===== src/rtl/core/ifp_pkg.sv =====
`timescale 1ns / 1ps

package ifp_pkg;

  localparam int unsigned FrameBytes = 11;
  localparam int unsigned PosW       = $clog2(FrameBytes);
  localparam int unsigned PayBytes   = FrameBytes - 3;
  localparam int unsigned PayIdxW    = $clog2(PayBytes);
  localparam int unsigned NumWords   = PayBytes / 2;
  localparam int unsigned AxisW      = 23;
  localparam int unsigned ProdW      = AxisW + 1;

  localparam logic [7:0] HdrByte = 8'h55;
  localparam logic [7:0] TypeAcc = 8'h51;
  localparam logic [7:0] TypeGyr = 8'h52;
  localparam logic [7:0] TypeAng = 8'h53;

  localparam logic [PosW-1:0] PosHdr  = PosW'(0);
  localparam logic [PosW-1:0] PosType = PosW'(1);
  localparam logic [PosW-1:0] PosLast = PosW'(FrameBytes - 1);

  typedef enum logic [1:0] {
    KindAcc = 2'd0,
    KindGyr = 2'd1,
    KindAng = 2'd2
  } frame_kind_e;

  typedef struct packed {
    frame_kind_e                 kind;
    logic [NumWords-1:0][15:0]   words;
  } frame_t;

  function automatic logic signed [AxisW-1:0] scale_axis(frame_kind_e kind,
                                                        logic [15:0] w);
    logic signed [ProdW-1:0] wx;
    logic signed [ProdW-1:0] p125;
    logic signed [ProdW-1:0] p45;
    logic signed [ProdW-1:0] res;
    wx   = $signed({{(ProdW-16){w[15]}}, w});
    p125 = wx * ProdW'(125);
    p45  = wx * ProdW'(45);
    unique case (kind)
      KindAcc: res = p125;
      KindGyr: res = p125 >>> 3;
      KindAng: res = p45 >>> 5;
      default: res = '0;
    endcase
    return res[AxisW-1:0];
  endfunction

endpackage


===== src/rtl/core/ifp_collector.sv =====
`timescale 1ns / 1ps

module ifp_collector import ifp_pkg::*; (
  input  logic       clk_i,
  input  logic       rst_ni,
  input  logic [7:0] rx_byte_i,
  input  logic       buffer_start_i,
  input  logic       in_valid_i,
  output logic       in_ready_o,
  output logic       frm_valid_o,
  output frame_t     frm_o,
  input  logic       frm_ready_i
);

  logic [PosW-1:0]  pos_q, pos_d, pos_w;
  logic [7:0]       sum_q, sum_d;
  logic             hdr_q, hdr_d;
  logic [7:0]       type_q, type_d;
  logic [7:0]       pay_q [PayBytes];
  logic             frm_valid_q, frm_valid_d;
  frame_t           frm_q, frm_d;
  logic             accept;
  logic             known;
  frame_kind_e      kind;
  logic [PayIdxW-1:0] pay_idx;

  assign in_ready_o = !frm_valid_q || frm_ready_i;
  assign accept     = in_valid_i && in_ready_o;
  assign pos_w      = buffer_start_i ? PosHdr : pos_q;
  assign pay_idx    = PayIdxW'(pos_w - PosW'(2));

  always_comb begin
    known = 1'b1;
    kind  = KindAcc;
    unique case (type_q)
      TypeAcc: kind = KindAcc;
      TypeGyr: kind = KindGyr;
      TypeAng: kind = KindAng;
      default: known = 1'b0;
    endcase
  end

  always_comb begin
    pos_d       = pos_q;
    sum_d       = sum_q;
    hdr_d       = hdr_q;
    type_d      = type_q;
    frm_valid_d = frm_valid_q && !frm_ready_i;
    frm_d       = frm_q;
    frm_d.kind  = kind;
    for (int k = 0; k < NumWords; k++) begin
      frm_d.words[k] = {pay_q[2*k+1], pay_q[2*k]};
    end
    if (accept) begin
      if (pos_w == PosHdr) begin
        hdr_d = (rx_byte_i == HdrByte);
        sum_d = rx_byte_i;
        pos_d = PosType;
      end else if (pos_w != PosLast) begin
        if (pos_w == PosType) begin
          type_d = rx_byte_i;
        end
        sum_d = sum_q + rx_byte_i;
        pos_d = pos_w + PosW'(1);
      end else begin
        pos_d = PosHdr;
        if (hdr_q && (sum_q == rx_byte_i) && known) begin
          frm_valid_d = 1'b1;
        end
      end
    end
  end

  always_ff @(posedge clk_i or negedge rst_ni) begin
    if (!rst_ni) begin
      pos_q       <= PosHdr;
      sum_q       <= '0;
      hdr_q       <= 1'b0;
      type_q      <= '0;
      frm_valid_q <= 1'b0;
    end else begin
      pos_q       <= pos_d;
      sum_q       <= sum_d;
      hdr_q       <= hdr_d;
      type_q      <= type_d;
      frm_valid_q <= frm_valid_d;
    end
  end

  always_ff @(posedge clk_i) begin
    if (accept && pos_w != PosHdr && pos_w != PosType && pos_w != PosLast) begin
      pay_q[pay_idx] <= rx_byte_i;
    end
    if (!frm_valid_q || frm_ready_i) begin
      frm_q <= frm_d;
    end
  end

  assign frm_valid_o = frm_valid_q;
  assign frm_o       = frm_q;

endmodule


===== src/rtl/core/ifp_scaler.sv =====
`timescale 1ns / 1ps

module ifp_scaler import ifp_pkg::*; (
  input  logic                    clk_i,
  input  logic                    rst_ni,
  input  logic                    frm_valid_i,
  input  frame_t                  frm_i,
  output logic                    frm_ready_o,
  output logic                    out_valid_o,
  input  logic                    out_ready_i,
  output logic [1:0]              frame_kind_o,
  output logic signed [AxisW-1:0] axis_x_o,
  output logic signed [AxisW-1:0] axis_y_o,
  output logic signed [AxisW-1:0] axis_z_o,
  output logic signed [15:0]      extra_word_o
);

  logic                    out_valid_q;
  frame_kind_e             kind_q;
  logic signed [AxisW-1:0] x_q, y_q, z_q;
  logic signed [15:0]      extra_q;
  logic                    load;

  assign frm_ready_o = !out_valid_q || out_ready_i;
  assign load        = frm_valid_i && frm_ready_o;

  always_ff @(posedge clk_i or negedge rst_ni) begin
    if (!rst_ni) begin
      out_valid_q <= 1'b0;
    end else if (frm_ready_o) begin
      out_valid_q <= frm_valid_i;
    end
  end

  always_ff @(posedge clk_i) begin
    if (load) begin
      kind_q  <= frm_i.kind;
      x_q     <= scale_axis(frm_i.kind, frm_i.words[0]);
      y_q     <= scale_axis(frm_i.kind, frm_i.words[1]);
      z_q     <= scale_axis(frm_i.kind, frm_i.words[2]);
      extra_q <= (frm_i.kind == KindGyr) ? 16'sd0 : $signed(frm_i.words[3]);
    end
  end

  assign out_valid_o  = out_valid_q;
  assign frame_kind_o = kind_q;
  assign axis_x_o     = x_q;
  assign axis_y_o     = y_q;
  assign axis_z_o     = z_q;
  assign extra_word_o = extra_q;

endmodule


===== src/rtl/core/imu_frame_parser_core.sv =====
// A result is registered in the collector frame register after the checksum
// byte, then in the scaler output register. Throughput: one received byte per
// cycle while in_ready_o is high, set by the byte collector and its frame
// register; the scaler output register holds one result. Reset: asynchronous,
// active low; clears frame alignment, checksum and both stages' valid flags.
`timescale 1ns / 1ps

module imu_frame_parser_core import ifp_pkg::*; (
  input  logic                    clk_i,
  input  logic                    rst_ni,
  input  logic                    in_valid_i,
  output logic                    in_ready_o,
  input  logic [7:0]              rx_byte_i,
  input  logic                    buffer_start_i,
  output logic                    out_valid_o,
  input  logic                    out_ready_i,
  output logic [1:0]              frame_kind_o,
  output logic signed [AxisW-1:0] axis_x_o,
  output logic signed [AxisW-1:0] axis_y_o,
  output logic signed [AxisW-1:0] axis_z_o,
  output logic signed [15:0]      extra_word_o
);

  logic   frm_valid;
  logic   frm_ready;
  frame_t frm;

  ifp_collector u_collector (
    .clk_i          (clk_i),
    .rst_ni         (rst_ni),
    .rx_byte_i      (rx_byte_i),
    .buffer_start_i (buffer_start_i),
    .in_valid_i     (in_valid_i),
    .in_ready_o     (in_ready_o),
    .frm_valid_o    (frm_valid),
    .frm_o          (frm),
    .frm_ready_i    (frm_ready)
  );

  ifp_scaler u_scaler (
    .clk_i        (clk_i),
    .rst_ni       (rst_ni),
    .frm_valid_i  (frm_valid),
    .frm_i        (frm),
    .frm_ready_o  (frm_ready),
    .out_valid_o  (out_valid_o),
    .out_ready_i  (out_ready_i),
    .frame_kind_o (frame_kind_o),
    .axis_x_o     (axis_x_o),
    .axis_y_o     (axis_y_o),
    .axis_z_o     (axis_z_o),
    .extra_word_o (extra_word_o)
  );

  a_ready_when_empty : assert property (@(posedge clk_i) disable iff (!rst_ni)
    !out_valid_o |-> in_ready_o)
    else $error("input stalled with an empty output stage");

  a_rate_no_extra : assert property (@(posedge clk_i) disable iff (!rst_ni)
    (out_valid_o && frame_kind_o == KindGyr) |-> (extra_word_o == 16'sd0))
    else $error("rate beat carries a non-zero extra word");

  a_new_result_from_frame : assert property (@(posedge clk_i) disable iff (!rst_ni)
    $rose(frm_valid) |-> $past(in_valid_i && in_ready_o))
    else $error("frame raised without an accepted byte");

endmodule


===== config.mk =====
export PLATFORM = sky130hd
export DESIGN_NAME = imu_frame_parser_core
export DESIGN_NICKNAME = d
export VERILOG_FILES = /design/src/rtl/core/ifp_pkg.sv /design/src/rtl/core/ifp_collector.sv /design/src/rtl/core/ifp_scaler.sv /design/src/rtl/core/imu_frame_parser_core.sv
export SDC_FILE = /design/constraint.sdc
export NUM_CORES = 1
export LEC_CHECK = 0
export BUFFER_PORTS_ARGS = -buffer_cell sky130_fd_sc_hd__buf_2
export CAP_MARGIN = 5
export CORE_MARGIN = 4
export CORE_UTILIZATION = 25
export CTS_CLUSTER_DIAMETER = 40
export DETAILED_ROUTE_END_ITERATION = 10
export GPL_TIMING_DRIVEN = 0
export PLACE_DENSITY_LB_ADDON = 0.15
export SETUP_SLACK_MARGIN = 0.4
export SLEW_MARGIN = 40
export SYNTH_ARGS = -nofsm -noshare
export SYNTH_HDL_FRONTEND = slang
export SYNTH_SLANG_ARGS = --single-unit

===== constraint.sdc =====
create_clock -name clk_i -period 5.7 [get_ports clk_i]
set_clock_uncertainty 0.2 [all_clocks]
set_input_delay 0 -clock clk_i [delete_from_list [all_inputs] [get_ports clk_i]]
set_output_delay 0 -clock clk_i [all_outputs]
set_load 0.01 [all_outputs]

==> metrics.txt, run 1 <==
WHS 193.8 ps; final number of hold-violating endpoints 0; leakage power 13.86 nW; Final Slew Violations 0; Post-Route Utilization 31.38%; most frequent cell after synthesis sky130_fd_sc_hd__inv_1; Worst Max-Slew Pin Slew 854.5 ps; max-cap check violation count 0; PwrDens 309.5 nW/um^2; detailed-route via count 17411; detailed-placement wirelength estimate 56930 um; Data required, critical path 5760 ps; clock insertion delay at the later pin of the skew report 590 ps; fraction of final layout cells with drive strength greater than 1 18.54%; multi-input logic area 15610 um^2; drt wl/cell 18.89 um; placeable core region 95290 um^2; Startpoint Class register; FILL cells 9968; number of nets in the finished design 3191; most numerous cell types in the synthesized netlist 539 x sky130_fd_sc_hd__inv_1, 339 x sky130_fd_sc_hd__ha_1, 231 x sky130_fd_sc_hd__fa_1; Die Height 318.6 um; clock slew seen by the registers of the worst setup and hold paths 50 ps; Reg2Reg Setup Slack 520 ps; minimum period implied by the final worst setup slack 5178 ps; number of sinks handled by clock tree synthesis 240; run status completed; Yosys top cell area share 27.02%; Mapped Area 24120 um^2; post-route setup slack 522.4 ps; die extent in x 318.6 um; per-cell via count in the routed design 4.445; Port Buffers 101; number of enable flip-flop cells after synthesis 217; cell type with the highest aggregate area in the netlist sky130_fd_sc_hd__edfxtp_1; worst setup path class reg -> reg; TritonCTS clock tree yes; First DRT Iteration DRCs 771; post-detailed-routing wire length 73980 um; Cell Rows 113; RR Startpoint u_collector.frm_o[7]$_DFFE_PN_; endpoint kind of the worst setup timing path register; arrival time of the worst setup path 5240 ps; worst slack, placed -861.0 ps; instance count after placement with tap cells included 3703; total routing resource utilization after global routing 14.47%; Ys Warns 0; cell count after synthesis 2321; Primary FF master, synth sky130_fd_sc_hd__edfxtp_1; RSZ-0062 raised after global routing yes; post-route DRC violation count 0; cells on worst reg2reg path 19; synth top area cells sky130_fd_sc_hd__edfxtp_1 27%, sky130_fd_sc_hd__fa_1 19%, sky130_fd_sc_hd__ha_1 18%; buffers from clock root to sink, at most 3; layout overhead on the synthesized area 23.99%; endpoints failing setup 0; largest net degree at the start of global routing 33; post-synthesis net count 2904; starting utilization of the core area 25.31%; crit path from u_collector.frm_o[7]$_DFFE_PN_; total number of H-tree levels 2; worst hold path type in -> reg; capture point of the worst reg-to-reg path u_scaler.axis_x_o[19]$_DFFE_PP_; number of buffers created by CTS 51; final standard cell count with taps included and fillers excluded 3917; First-pass DRT Iterations 5; total congestion overflow after global routing 0; Final Cycle Share 90.83%; number of antenna violations at the first check in global routing 2; relative slew slack 43.03%; proportion of synthesized flip-flops having asynchronous set or reset 9.583%; mean area per synthesized cell 10.39 um^2; antenna viol nets, final 0; area of all placed cells without fillers 29910 um^2; share of the yosys chip area belonging to registers 29.40%; fmax 193.1 MHz; register area 7092 um^2; maximum fanout along the worst path 5; floorplan die area 101500 um^2; vias in the first global route 18715; I/O Pins 102; Critical path destination u_scaler.axis_x_o[19]$_DFFE_PP_; worst vdd ir 199.9 uV; flip-flop and latch count after synthesis 240; number of distinct library cells after synthesis 73; cell area after placement 26410 um^2; final weighted congestion in routability-driven placement 0.8252; cell at the root of the clock tree sky130_fd_sc_hd__clkbuf_16; wire length of the first global-routing pass 113700 um
## flip-flops by register name, indices dropped and copies added (netlist names)
signal / cells
u_collector.pay_q: 64
u_collector.pos_q: 4
u_collector.frm_valid_o: 1
u_collector.sum_q: 8
u_scaler.axis_y_o: 23
u_scaler.axis_z_o: 23
u_collector.hdr_q: 1
u_collector.frm_o: 66
u_collector.type_q: 8
u_scaler.extra_word_o: 16
u_scaler.axis_x_o: 23
u_scaler.out_valid_o: 1
u_scaler.frame_kind_o: 2
## how the worst min path moves through the flow
| stage | startpoint | to | slack [ps] | cells past startpoint |
|---|---|---|---|---|
| global route | rx_byte_i[0] | u_collector.pay_q[7][0]$_DFFE_PP_ | 190 | 2 |
| finish | in_valid_i | u_collector.frm_valid_o$_DFF_PN0_ | 190 | 6 |
| floorplan | rst_ni | u_collector.frm_valid_o$_DFF_PN0_ | -500 | 0 |
| CTS | in_valid_i | u_collector.frm_valid_o$_DFF_PN0_ | 160 | 6 |
| global placement | rst_ni | u_scaler.out_valid_o$_DFFE_PN0P_ | -150 | 1 |
| detailed placement | rst_ni | u_scaler.out_valid_o$_DFFE_PN0P_ | -160 | 1 |
## logic make-up (layout without fill, tap and decap cells)
family,after synthesis,count (layout),share of synthesized area (%)
simple gates,354,354,7.221
other cells,0,3,0
mux,34,34,1.452
buf+inv,581,909,9.207
compound gates,410,410,11.17
fa+ha+maj,570,570,36.76
flops,240,240,29.40
xor+xnor,132,132,4.793
## layout make-up
type	instances	share of cell area, %
clock buffer	56	4.401
antenna	3	0.02510
timing repair buffer	234	5.422
tap	1265	5.292
inverter	540	6.844
clock inverter	38	1.427
multi-input combinational	1500	52.18
buffer	41	0.6987
sequential	240	23.71
## through the flow
| step | power [mW] | setup TNS, ps |
|---|---|---|
| 6_report | 9.256 | 0 |
| 5_1_grt | 9.906 | 0 |
| 4_1_cts | 9.034 | 0 |
| 3_5_place_dp | 5.776 | -5459 |
| 3_3_place_gp | 5.770 | -53470 |
| 2_1_floorplan | 4.746 | 0 |
## critical path: stages, from the launching register on
cell and delay, ps:
sky130_fd_sc_hd__edfxtp_1 450, sky130_fd_sc_hd__buf_6 170, sky130_fd_sc_hd__buf_4 140, sky130_fd_sc_hd__buf_4 140, sky130_fd_sc_hd__ha_1 200, sky130_fd_sc_hd__xor2_1 150
sky130_fd_sc_hd__ha_1 310, sky130_fd_sc_hd__fa_1 540, sky130_fd_sc_hd__inv_1 50, sky130_fd_sc_hd__fa_1 530, sky130_fd_sc_hd__inv_1 70, sky130_fd_sc_hd__ha_4 270
sky130_fd_sc_hd__a2111oi_4 380, sky130_fd_sc_hd__o21ai_2 120, sky130_fd_sc_hd__a311oi_2 320, sky130_fd_sc_hd__o21bai_1 140, sky130_fd_sc_hd__o31ai_1 250, sky130_fd_sc_hd__xor2_1 170
sky130_fd_sc_hd__buf_4 140, sky130_fd_sc_hd__o221ai_1 110
## cells in the final DEF (no fill, tap or decap), types with 22 or more instances in the layout
cell	count
sky130_fd_sc_hd__a21o_1	49
sky130_fd_sc_hd__a21oi_1	107
sky130_fd_sc_hd__buf_2	108
sky130_fd_sc_hd__buf_4	96
sky130_fd_sc_hd__clkbuf_1	29
sky130_fd_sc_hd__clkbuf_16	52
sky130_fd_sc_hd__dfrtp_1	23
sky130_fd_sc_hd__edfxtp_1	217
sky130_fd_sc_hd__fa_1	230
sky130_fd_sc_hd__ha_1	313
sky130_fd_sc_hd__inv_1	511
sky130_fd_sc_hd__inv_2	22
sky130_fd_sc_hd__mux2i_1	25
sky130_fd_sc_hd__nand2_1	97
sky130_fd_sc_hd__nand3_1	23
sky130_fd_sc_hd__nor2_1	76
sky130_fd_sc_hd__nor2b_1	22
sky130_fd_sc_hd__nor3_1	25
sky130_fd_sc_hd__o21ai_0	67
sky130_fd_sc_hd__xnor2_1	74
sky130_fd_sc_hd__xor2_1	47
## layer usage
layer,GRT usage (%),vias to the layer above,routed length (um)
li1,-,8348,-
met1,19.93,8713,35110
met2,24.60,286,35360
met3,1.837,64,2349
met4,2.650,0,1164
met5,0,-,0
## power by group
part | leakage (nW) | internal, mW | switching, mW
Clock | 0.844 | 1.95 | 1.03
Combinational | 10.7 | 1.73 | 2.39
Sequential | 2.34 | 2.10 | 0.0546
Total | 13.9 | 5.78 | 3.47
## repair_timing
item                                   in CTS  in global routing
setup endpoints to repair                  33                 36
hold buffers                               16                  0
pin swaps                                  17                 46
gates resized for setup                    58                120
buffers inserted                           77                 24
endpoints found under the hold margin     162                  0
No activity file was read; power rests on OpenSTA's default activity.
==> run 2: changes to the inputs <==
- clock period: 5.7 -> 5.8 ns (I/O delays scaled with it)
==> metrics.txt, run 2 (synthesized netlist as in run 1, its figures left out) <==
worst setup path class reg -> reg; Cell Rows 113 (unchanged); drt wl/cell 18.81 um (-0.43%); max-cap check violation count 0 (unchanged); Int Power 5.593 mW (-3.3%); detailed-route via count 17351 (-0.34%); vias in the first global route 18635 (-0.43%); endpoints failing setup 0 (unchanged); antenna viol nets, final 0 (unchanged); cell at the root of the clock tree sky130_fd_sc_hd__clkbuf_16; maximum fanout along the worst path 9 (+4); placeable core region 95290 um^2 (unchanged); fraction of final layout cells with drive strength greater than 1 17.01% (-1.5 points); clock insertion delay at the later pin of the skew report 600 ps (about the same); PwrDens 302.0 nW/um^2 (-2.4%); final number of hold-violating endpoints 0 (unchanged); worst vdd ir 194.3 uV (-2.8%); detailed-placement wirelength estimate 56930 um (unchanged); highest-count cells in the layout ignoring fill and taps 520 x sky130_fd_sc_hd__inv_1, 319 x sky130_fd_sc_hd__ha_1, 231 x sky130_fd_sc_hd__fa_1; die extent in x 318.6 um (unchanged); number of nets in the finished design 3188 (-0.094%); area of all placed cells without fillers 29660 um^2 (-0.81%); Final Cycle Share 90.76% (about the same); number of sinks handled by clock tree synthesis 240 (unchanged); clock slew seen by the registers of the worst setup and hold paths 50 ps (about the same); layout overhead on the synthesized area 22.98%; proportion of total power due to net switching 37.56% (+0.053 points); Port Buffers 101 (unchanged); endpoint kind of the worst setup timing path register; instance count after placement with tap cells included 3703 (unchanged); Clock Power Share 32.7% (+0.5 points); worst hold path type in -> reg; number of buffers created by CTS 51 (unchanged); post-detailed-routing wire length 73590 um (-0.53%); I/O Pins 102 (unchanged); number of buffer and inverter instances along the worst setup path 4 (-2); Worst Max-Slew Pin Slew 845.0 ps (-9.458 ps); cell type group with the largest total delay on the critical path adder cells; total number of H-tree levels 2 (unchanged); final weighted congestion in routability-driven placement 0.8252 (unchanged); total routing resource utilization after global routing 14.40% (-0.076 points); fmax 190.0 MHz (-1.6%); Die Height 318.6 um (unchanged); wire length of the first global-routing pass 113000 um (-0.56%); RSZ-0062 raised after global routing yes; number of antenna violations at the first check in global routing 2 (unchanged); Worst path slowest cell sky130_fd_sc_hd__fa_1; Data required, critical path 5870 ps (+110 ps); First DRT Iteration DRCs 814 (+5.6%); part of the total power dissipated in combinational logic 43.6% (-0.9 points); flip-flop count of the largest register after layout 66 (unchanged); most common cell after layout, fill and taps aside sky130_fd_sc_hd__inv_1; per-cell via count in the routed design 4.434 (-0.24%); post-route DRC violation count 0 (unchanged); minimum period implied by the final worst setup slack 5264 ps (+86.63 ps); leakage power 13.83 nW (-0.22%); Max stage delay on crit path 490 ps (-50 ps); crit-path most repeated cell sky130_fd_sc_hd__fa_1; starting utilization of the core area 25.31% (unchanged); run status completed; First-pass DRT Iterations 5 (unchanged); relative slew slack 43.66% (+0.63 points); floorplan die area 101500 um^2 (unchanged); cell area after placement 26410 um^2 (unchanged); WHS 192.1 ps (-1.706 ps); Final Slew Violations 0 (unchanged); buffers from clock root to sink, at most 3 (unchanged); total congestion overflow after global routing 0 (unchanged); ordered cell list for the critical path buf_4, buf_4, fa_1, ha_1, inv_1, fa_1, fa_1, inv_1, ha_1, a211oi_4, o2111ai_2, a31o_2, nand2b_1, a31oi_1, xor2_1, or3_1, o211ai_1; TritonCTS clock tree yes; Startpoint Class register; largest net degree at the start of global routing 33 (unchanged); switching power of the nets 3.365 mW (-3.1%); arrival time of the worst setup path 5340 ps (+100 ps); final standard cell count with taps included and fillers excluded 3913 (-0.10%); sequential share of power 23.7% (+0.4 points)
==> run 2: changes by cell type in the layout (fill, tap and decap cells not counted), sizes merged <==
cell,previous run,this run
buf,220,218
clkinvlp,9,7
inv,545,547
clkbuf,96,95
diode,3,2
==> run 2: area by class of cell <==
class,count,area [um^2]
fillers,9992,65630
multi-input cells,1500,15400
flip-flops and latches,240,7092
inverters,540,2037
repair buffers,231,1595
well taps,1265,1583
clock buffers,56,1316
clock inverters,38,426.7
plain buffers,41,209.0
diodes,2,5.005
==> run 2: worst reg2reg max path, cell delays in order (launching register included) <==
cell and delay, ps:
sky130_fd_sc_hd__edfxtp_1 360, sky130_fd_sc_hd__buf_4 190, sky130_fd_sc_hd__buf_4 150, sky130_fd_sc_hd__fa_1 470
sky130_fd_sc_hd__ha_1 310, sky130_fd_sc_hd__inv_1 70, sky130_fd_sc_hd__fa_1 420, sky130_fd_sc_hd__fa_1 490
sky130_fd_sc_hd__inv_1 40, sky130_fd_sc_hd__ha_1 370, sky130_fd_sc_hd__a211oi_4 320, sky130_fd_sc_hd__o2111ai_2 180
sky130_fd_sc_hd__a31o_2 320, sky130_fd_sc_hd__nand2b_1 150, sky130_fd_sc_hd__a31oi_1 200, sky130_fd_sc_hd__xor2_1 380
sky130_fd_sc_hd__or3_1 200, sky130_fd_sc_hd__o211ai_1 90
==> run 2: per-layer routing <==
metal  wire length, um  up-vias  GRT usage [%]
li1                  -     8346              -
met1             34760     8634          19.77
met2             35060      306          24.50
met3              2610       65          1.849
met4              1159        0          2.680
met5                 0        -              0
==> run 2: worst paths after layout <==
check / from / to / slack, ps / cells after the start
setup / recovery: u_collector.frm_o[18]$_DFFE_PN_ / u_scaler.axis_y_o[16]$_DFFE_PP_ / 540 / 17
max in group asynchronous: rst_ni / u_collector.sum_q[1]$_DFFE_PN0P_ / 4980 / 4
min in group asynchronous: rst_ni / u_collector.sum_q[0]$_DFFE_PN0P_ / 260 / 4
hold reg to reg: u_collector.pay_q[4][1]$_DFFE_PP_ / u_collector.frm_o[33]$_DFFE_PN_ / 200 / 0
setup reg to reg: u_collector.frm_o[18]$_DFFE_PN_ / u_scaler.axis_y_o[16]$_DFFE_PP_ / 540 / 17
hold / removal: in_valid_i / u_collector.frm_valid_o$_DFF_PN0_ / 190 / 6
==> run 2: repair_timing <==
item	4_1_cts	5_1_grt
buffers inserted	59	39
hold buffers	16	0
resized for setup	33	100
endpoints found under the setup margin	27	30
cloned	0	0
hold endpoints to repair	162	0
pin swaps	7	40
==> run 2: stage by stage <==
stage	total power [mW]	util [%]	setup slack [ps]	TNS [ps]
after global routing	9.587	31.12	362.1	0
after global placement	5.670	27.50	-1196	-44200
after floorplan	4.664	-	511.6	0
after CTS	8.807	30.35	391.9	0
after detailed placement	5.676	27.71	-761.0	-3935
final	8.957	31.13	535.8	0
==> run 2: power groups by stage <==
stage	Clock (mW)	Sequential (mW)	Combinational [mW]
2_1_floorplan	0	2.14	2.53
3_5_place_dp	0	2.17	3.51
5_1_grt	3.10	2.13	4.36
3_3_place_gp	0	2.16	3.51
4_1_cts	3.02	2.12	3.67
6_report	2.93	2.12	3.91
==> run 3: changes to the inputs <==
--- a/config.mk
+++ b/config.mk
@@ -8,5 +8,5 @@
 export BUFFER_PORTS_ARGS = -buffer_cell sky130_fd_sc_hd__buf_2
 export CAP_MARGIN = 5
-export CORE_MARGIN = 4
+export CORE_MARGIN = 1
 export CORE_UTILIZATION = 25
 export CTS_CLUSTER_DIAMETER = 40
--- a/constraint.sdc
+++ b/constraint.sdc
@@ -3,3 +3,3 @@
 set_input_delay 0 -clock clk_i [delete_from_list [all_inputs] [get_ports clk_i]]
 set_output_delay 0 -clock clk_i [all_outputs]
-set_load 0.01 [all_outputs]
+set_load 0.1 [all_outputs]
==> metrics.txt, run 3 (synthesized netlist as in run 1, its figures left out) <==
worst setup path class reg -> reg; Worst Max-Slew Pin Slew 848.2 ps (+3.170 ps); endpoint kind of the worst setup timing path register; RR Startpoint u_collector.frm_o[19]$_DFFE_PN_; most common cell after layout, fill and taps aside sky130_fd_sc_hd__inv_1; cells on worst reg2reg path 17 (unchanged); First-pass DRT Iterations 5 (unchanged); number of nets in the finished design 3178 (-0.31%); largest net degree at the start of global routing 38 (+15%); worst hold path type reg -> reg; total power 8.827 mW (-1.5%); layout overhead on the synthesized area 22.45%; post-detailed-routing wire length 73120 um (-0.64%); minimum period implied by the final worst setup slack 5298 ps (+34.04 ps); per-cell via count in the routed design 4.468 (+0.76%); sequential share of power 24.0% (+0.3 points); area of all placed cells without fillers 29540 um^2 (-0.43%); Data required, critical path 5910 ps (+40 ps); Reg2Reg Setup Slack 500 ps (-30 ps); number of buffers created by CTS 47 (-7.8%); clock slew seen by the registers of the worst setup and hold paths 50 ps (about the same); fraction of final layout cells with drive strength greater than 1 16.75% (-0.26 points); total congestion overflow after global routing 0 (unchanged); Clock Power Share 31.9% (-0.8 points); capture point of the worst reg-to-reg path u_scaler.axis_y_o[15]$_DFFE_PP_; detailed-route via count 17420 (+0.40%); total routing resource utilization after global routing 15.08% (+0.68 points); met1 layer usage reported by global route 20.43% (+0.66 points); number of antenna violations at the first check in global routing 8 (+6); Setup Total Neg Slack 0 ps (unchanged); worst vdd ir 197.1 uV (+1.4%); Startpoint Class register; relative slew slack 43.45% (-0.21 points); clock insertion delay at the later pin of the skew report 600 ps (about the same); antenna viol nets, final 0 (unchanged); final weighted congestion in routability-driven placement 0.8131 (-1.5%); Hold Path Stages 0 (-6); FILL cells 9930 (-0.62%); post-route DRC violation count 0 (unchanged); endpoints failing setup 0 (unchanged); start point of the worst min-delay path u_collector.pay_q[0][6]$_DFFE_PP_; TritonCTS clock tree yes; fmax 188.7 MHz (-0.64%); arrival time of the worst setup path 5410 ps (+70 ps); starting utilization of the core area 25.31% (unchanged); floorplan die area 97730 um^2 (-3.7%); placeable core region 95290 um^2 (unchanged); Int Power 5.516 mW (-1.4%); part of the total power dissipated in combinational logic 44.1% (+0.5 points); flip-flop count of the largest register after layout 66 (unchanged); Cell Rows 113 (unchanged); cell area after placement 26410 um^2 (unchanged); I/O Pins 102 (unchanged); wire length of the first global-routing pass 112100 um (-0.83%); final number of hold-violating endpoints 0 (unchanged); GR Util met2 25.19% (+0.69 points); cell at the root of the clock tree sky130_fd_sc_hd__clkbuf_16; buffers from clock root to sink, at most 3 (unchanged); Final Slew Violations 0 (unchanged); switching power of the nets 3.311 mW (-1.6%); RSZ-0062 raised after global routing no; Final Cycle Share 91.35% (+0.59 points); leakage power 13.76 nW (-0.53%); vias in the first global route 18526 (-0.58%); end point of the worst hold path u_collector.frm_o[6]$_DFFE_PN_; number of sinks handled by clock tree synthesis 240 (unchanged); Port Buffers 101 (unchanged); max-cap check violation count 0 (unchanged); met3 usage in global routing 1.965% (+0.12 points); die extent in x 312.6 um (-1.9%); proportion of total power due to net switching 37.51% (-0.051 points); Top Usage Layer GRT met2; run status completed; Die Height 312.6 um (-1.9%); First DRT Iteration DRCs 842 (+3.4%); total number of H-tree levels 2 (unchanged); maximum fanout along the worst path 4 (-5); highest-count cells in the layout ignoring fill and taps 521 x sky130_fd_sc_hd__inv_1, 325 x sky130_fd_sc_hd__ha_1, 231 x sky130_fd_sc_hd__fa_1; detailed-placement wirelength estimate 56540 um (-0.69%); PwrDens 298.9 nW/um^2 (-1.0%); drt wl/cell 18.75 um (-0.29%)
## run 3: cell count changes in the layout (fill, tap and decap cells not counted), sizes merged
| cell | previous run | this run |
|---|---|---|
| buf | 218 | 211 |
| bufinv | 6 | 8 |
| clkbuf | 95 | 92 |
| clkinv | 18 | 17 |
| diode | 2 | 1 |
| inv | 547 | 543 |
## run 3: critical path, stage by stage (launching register included)
cell and delay (ps):
sky130_fd_sc_hd__edfxtp_1 470, sky130_fd_sc_hd__fa_1 560, sky130_fd_sc_hd__inv_1 50, sky130_fd_sc_hd__fa_1 520, sky130_fd_sc_hd__inv_1 50, sky130_fd_sc_hd__fa_1 470
sky130_fd_sc_hd__inv_1 50, sky130_fd_sc_hd__fa_1 490, sky130_fd_sc_hd__inv_1 40, sky130_fd_sc_hd__ha_1 330, sky130_fd_sc_hd__o21a_1 170, sky130_fd_sc_hd__a21oi_4 220
sky130_fd_sc_hd__a221oi_4 120, sky130_fd_sc_hd__a311o_1 410, sky130_fd_sc_hd__a21oi_1 180, sky130_fd_sc_hd__xor2_1 320, sky130_fd_sc_hd__nor3_1 120, sky130_fd_sc_hd__a211o_1 240
## run 3: worst max-delay path by stage
| stage | from | endpoint | cells past startpoint |
|---|---|---|---|
| after floorplan | u_collector.frm_o[15]$_DFFE_PN_ | u_scaler.axis_x_o[20]$_DFFE_PP_ | 17 |
| after global placement | u_collector.frm_valid_o$_DFF_PN0_ | u_collector.pay_q[2][6]$_DFFE_PP_ | 4 |
| after detailed placement | u_collector.frm_o[15]$_DFFE_PN_ | u_scaler.axis_x_o[21]$_DFFE_PP_ | 17 |
| after CTS | u_collector.frm_o[7]$_DFFE_PN_ | u_scaler.axis_x_o[21]$_DFFE_PP_ | 16 |
| after global routing | u_collector.frm_o[6]$_DFFE_PN_ | u_scaler.axis_x_o[19]$_DFFE_PP_ | 19 |
| final | u_collector.frm_o[19]$_DFFE_PN_ | u_scaler.axis_y_o[15]$_DFFE_PP_ | 17 |
## run 3: area by class of cell
type | count | area [um^2] | area share, %
repair buffers | 225 | 1531 | 5.185
clock inverters | 35 | 440.4 | 1.491
clock buffers | 52 | 1195 | 4.046
multi-input cells | 1500 | 15430 | 52.25
plain buffers | 41 | 212.7 | 0.7202
inverters | 540 | 2044 | 6.922
well taps | 1265 | 1583 | 5.359
flip-flops and latches | 240 | 7093 | 24.02
diodes | 1 | 2.502 | 0.008472
## run 3: layer usage
| metal | wire length [um] | share of wire (%) |
|---|---|---|
| met1 | 34010 | 47 |
| met2 | 34500 | 47 |
| met3 | 2755 | 3.8 |
| met4 | 1839 | 2.5 |
| met5 | 13 | 0.018 |
## run 3: what timing repair did
item                                    in CTS  in global routing
pin swaps                                    5                 42
gates resized for setup                     38                100
endpoints found under the setup margin      27                 34
hold buffers                                16                  0
buffers inserted                            55                 38
endpoints found under the hold margin      162                  0
## run 3: metrics by stage
step | util (%) | hold WS, ps | setup WS [ps] | cells
3_5_place_dp | 27.71 | -160.3 | -737.1 | 3702
2_1_floorplan | - | -495.6 | 511.6 | 2321
6_report | 30.99 | 212.3 | 501.8 | 3899
5_1_grt | 30.99 | 211.8 | 346.7 | 3898
3_3_place_gp | 27.51 | -170.9 | -998.4 | 3687
4_1_cts | 30.19 | 181.6 | 388.4 | 3860
## run 3: power by group through the flow
stage / logic (mW) / registers (mW) / clock network, mW
floorplan: 2.53 / 2.14 / 0
global placement: 3.50 / 2.16 / 0
detailed placement: 3.50 / 2.16 / 0
CTS: 3.64 / 2.12 / 2.90
global route: 4.35 / 2.13 / 2.97
finish: 3.89 / 2.12 / 2.82
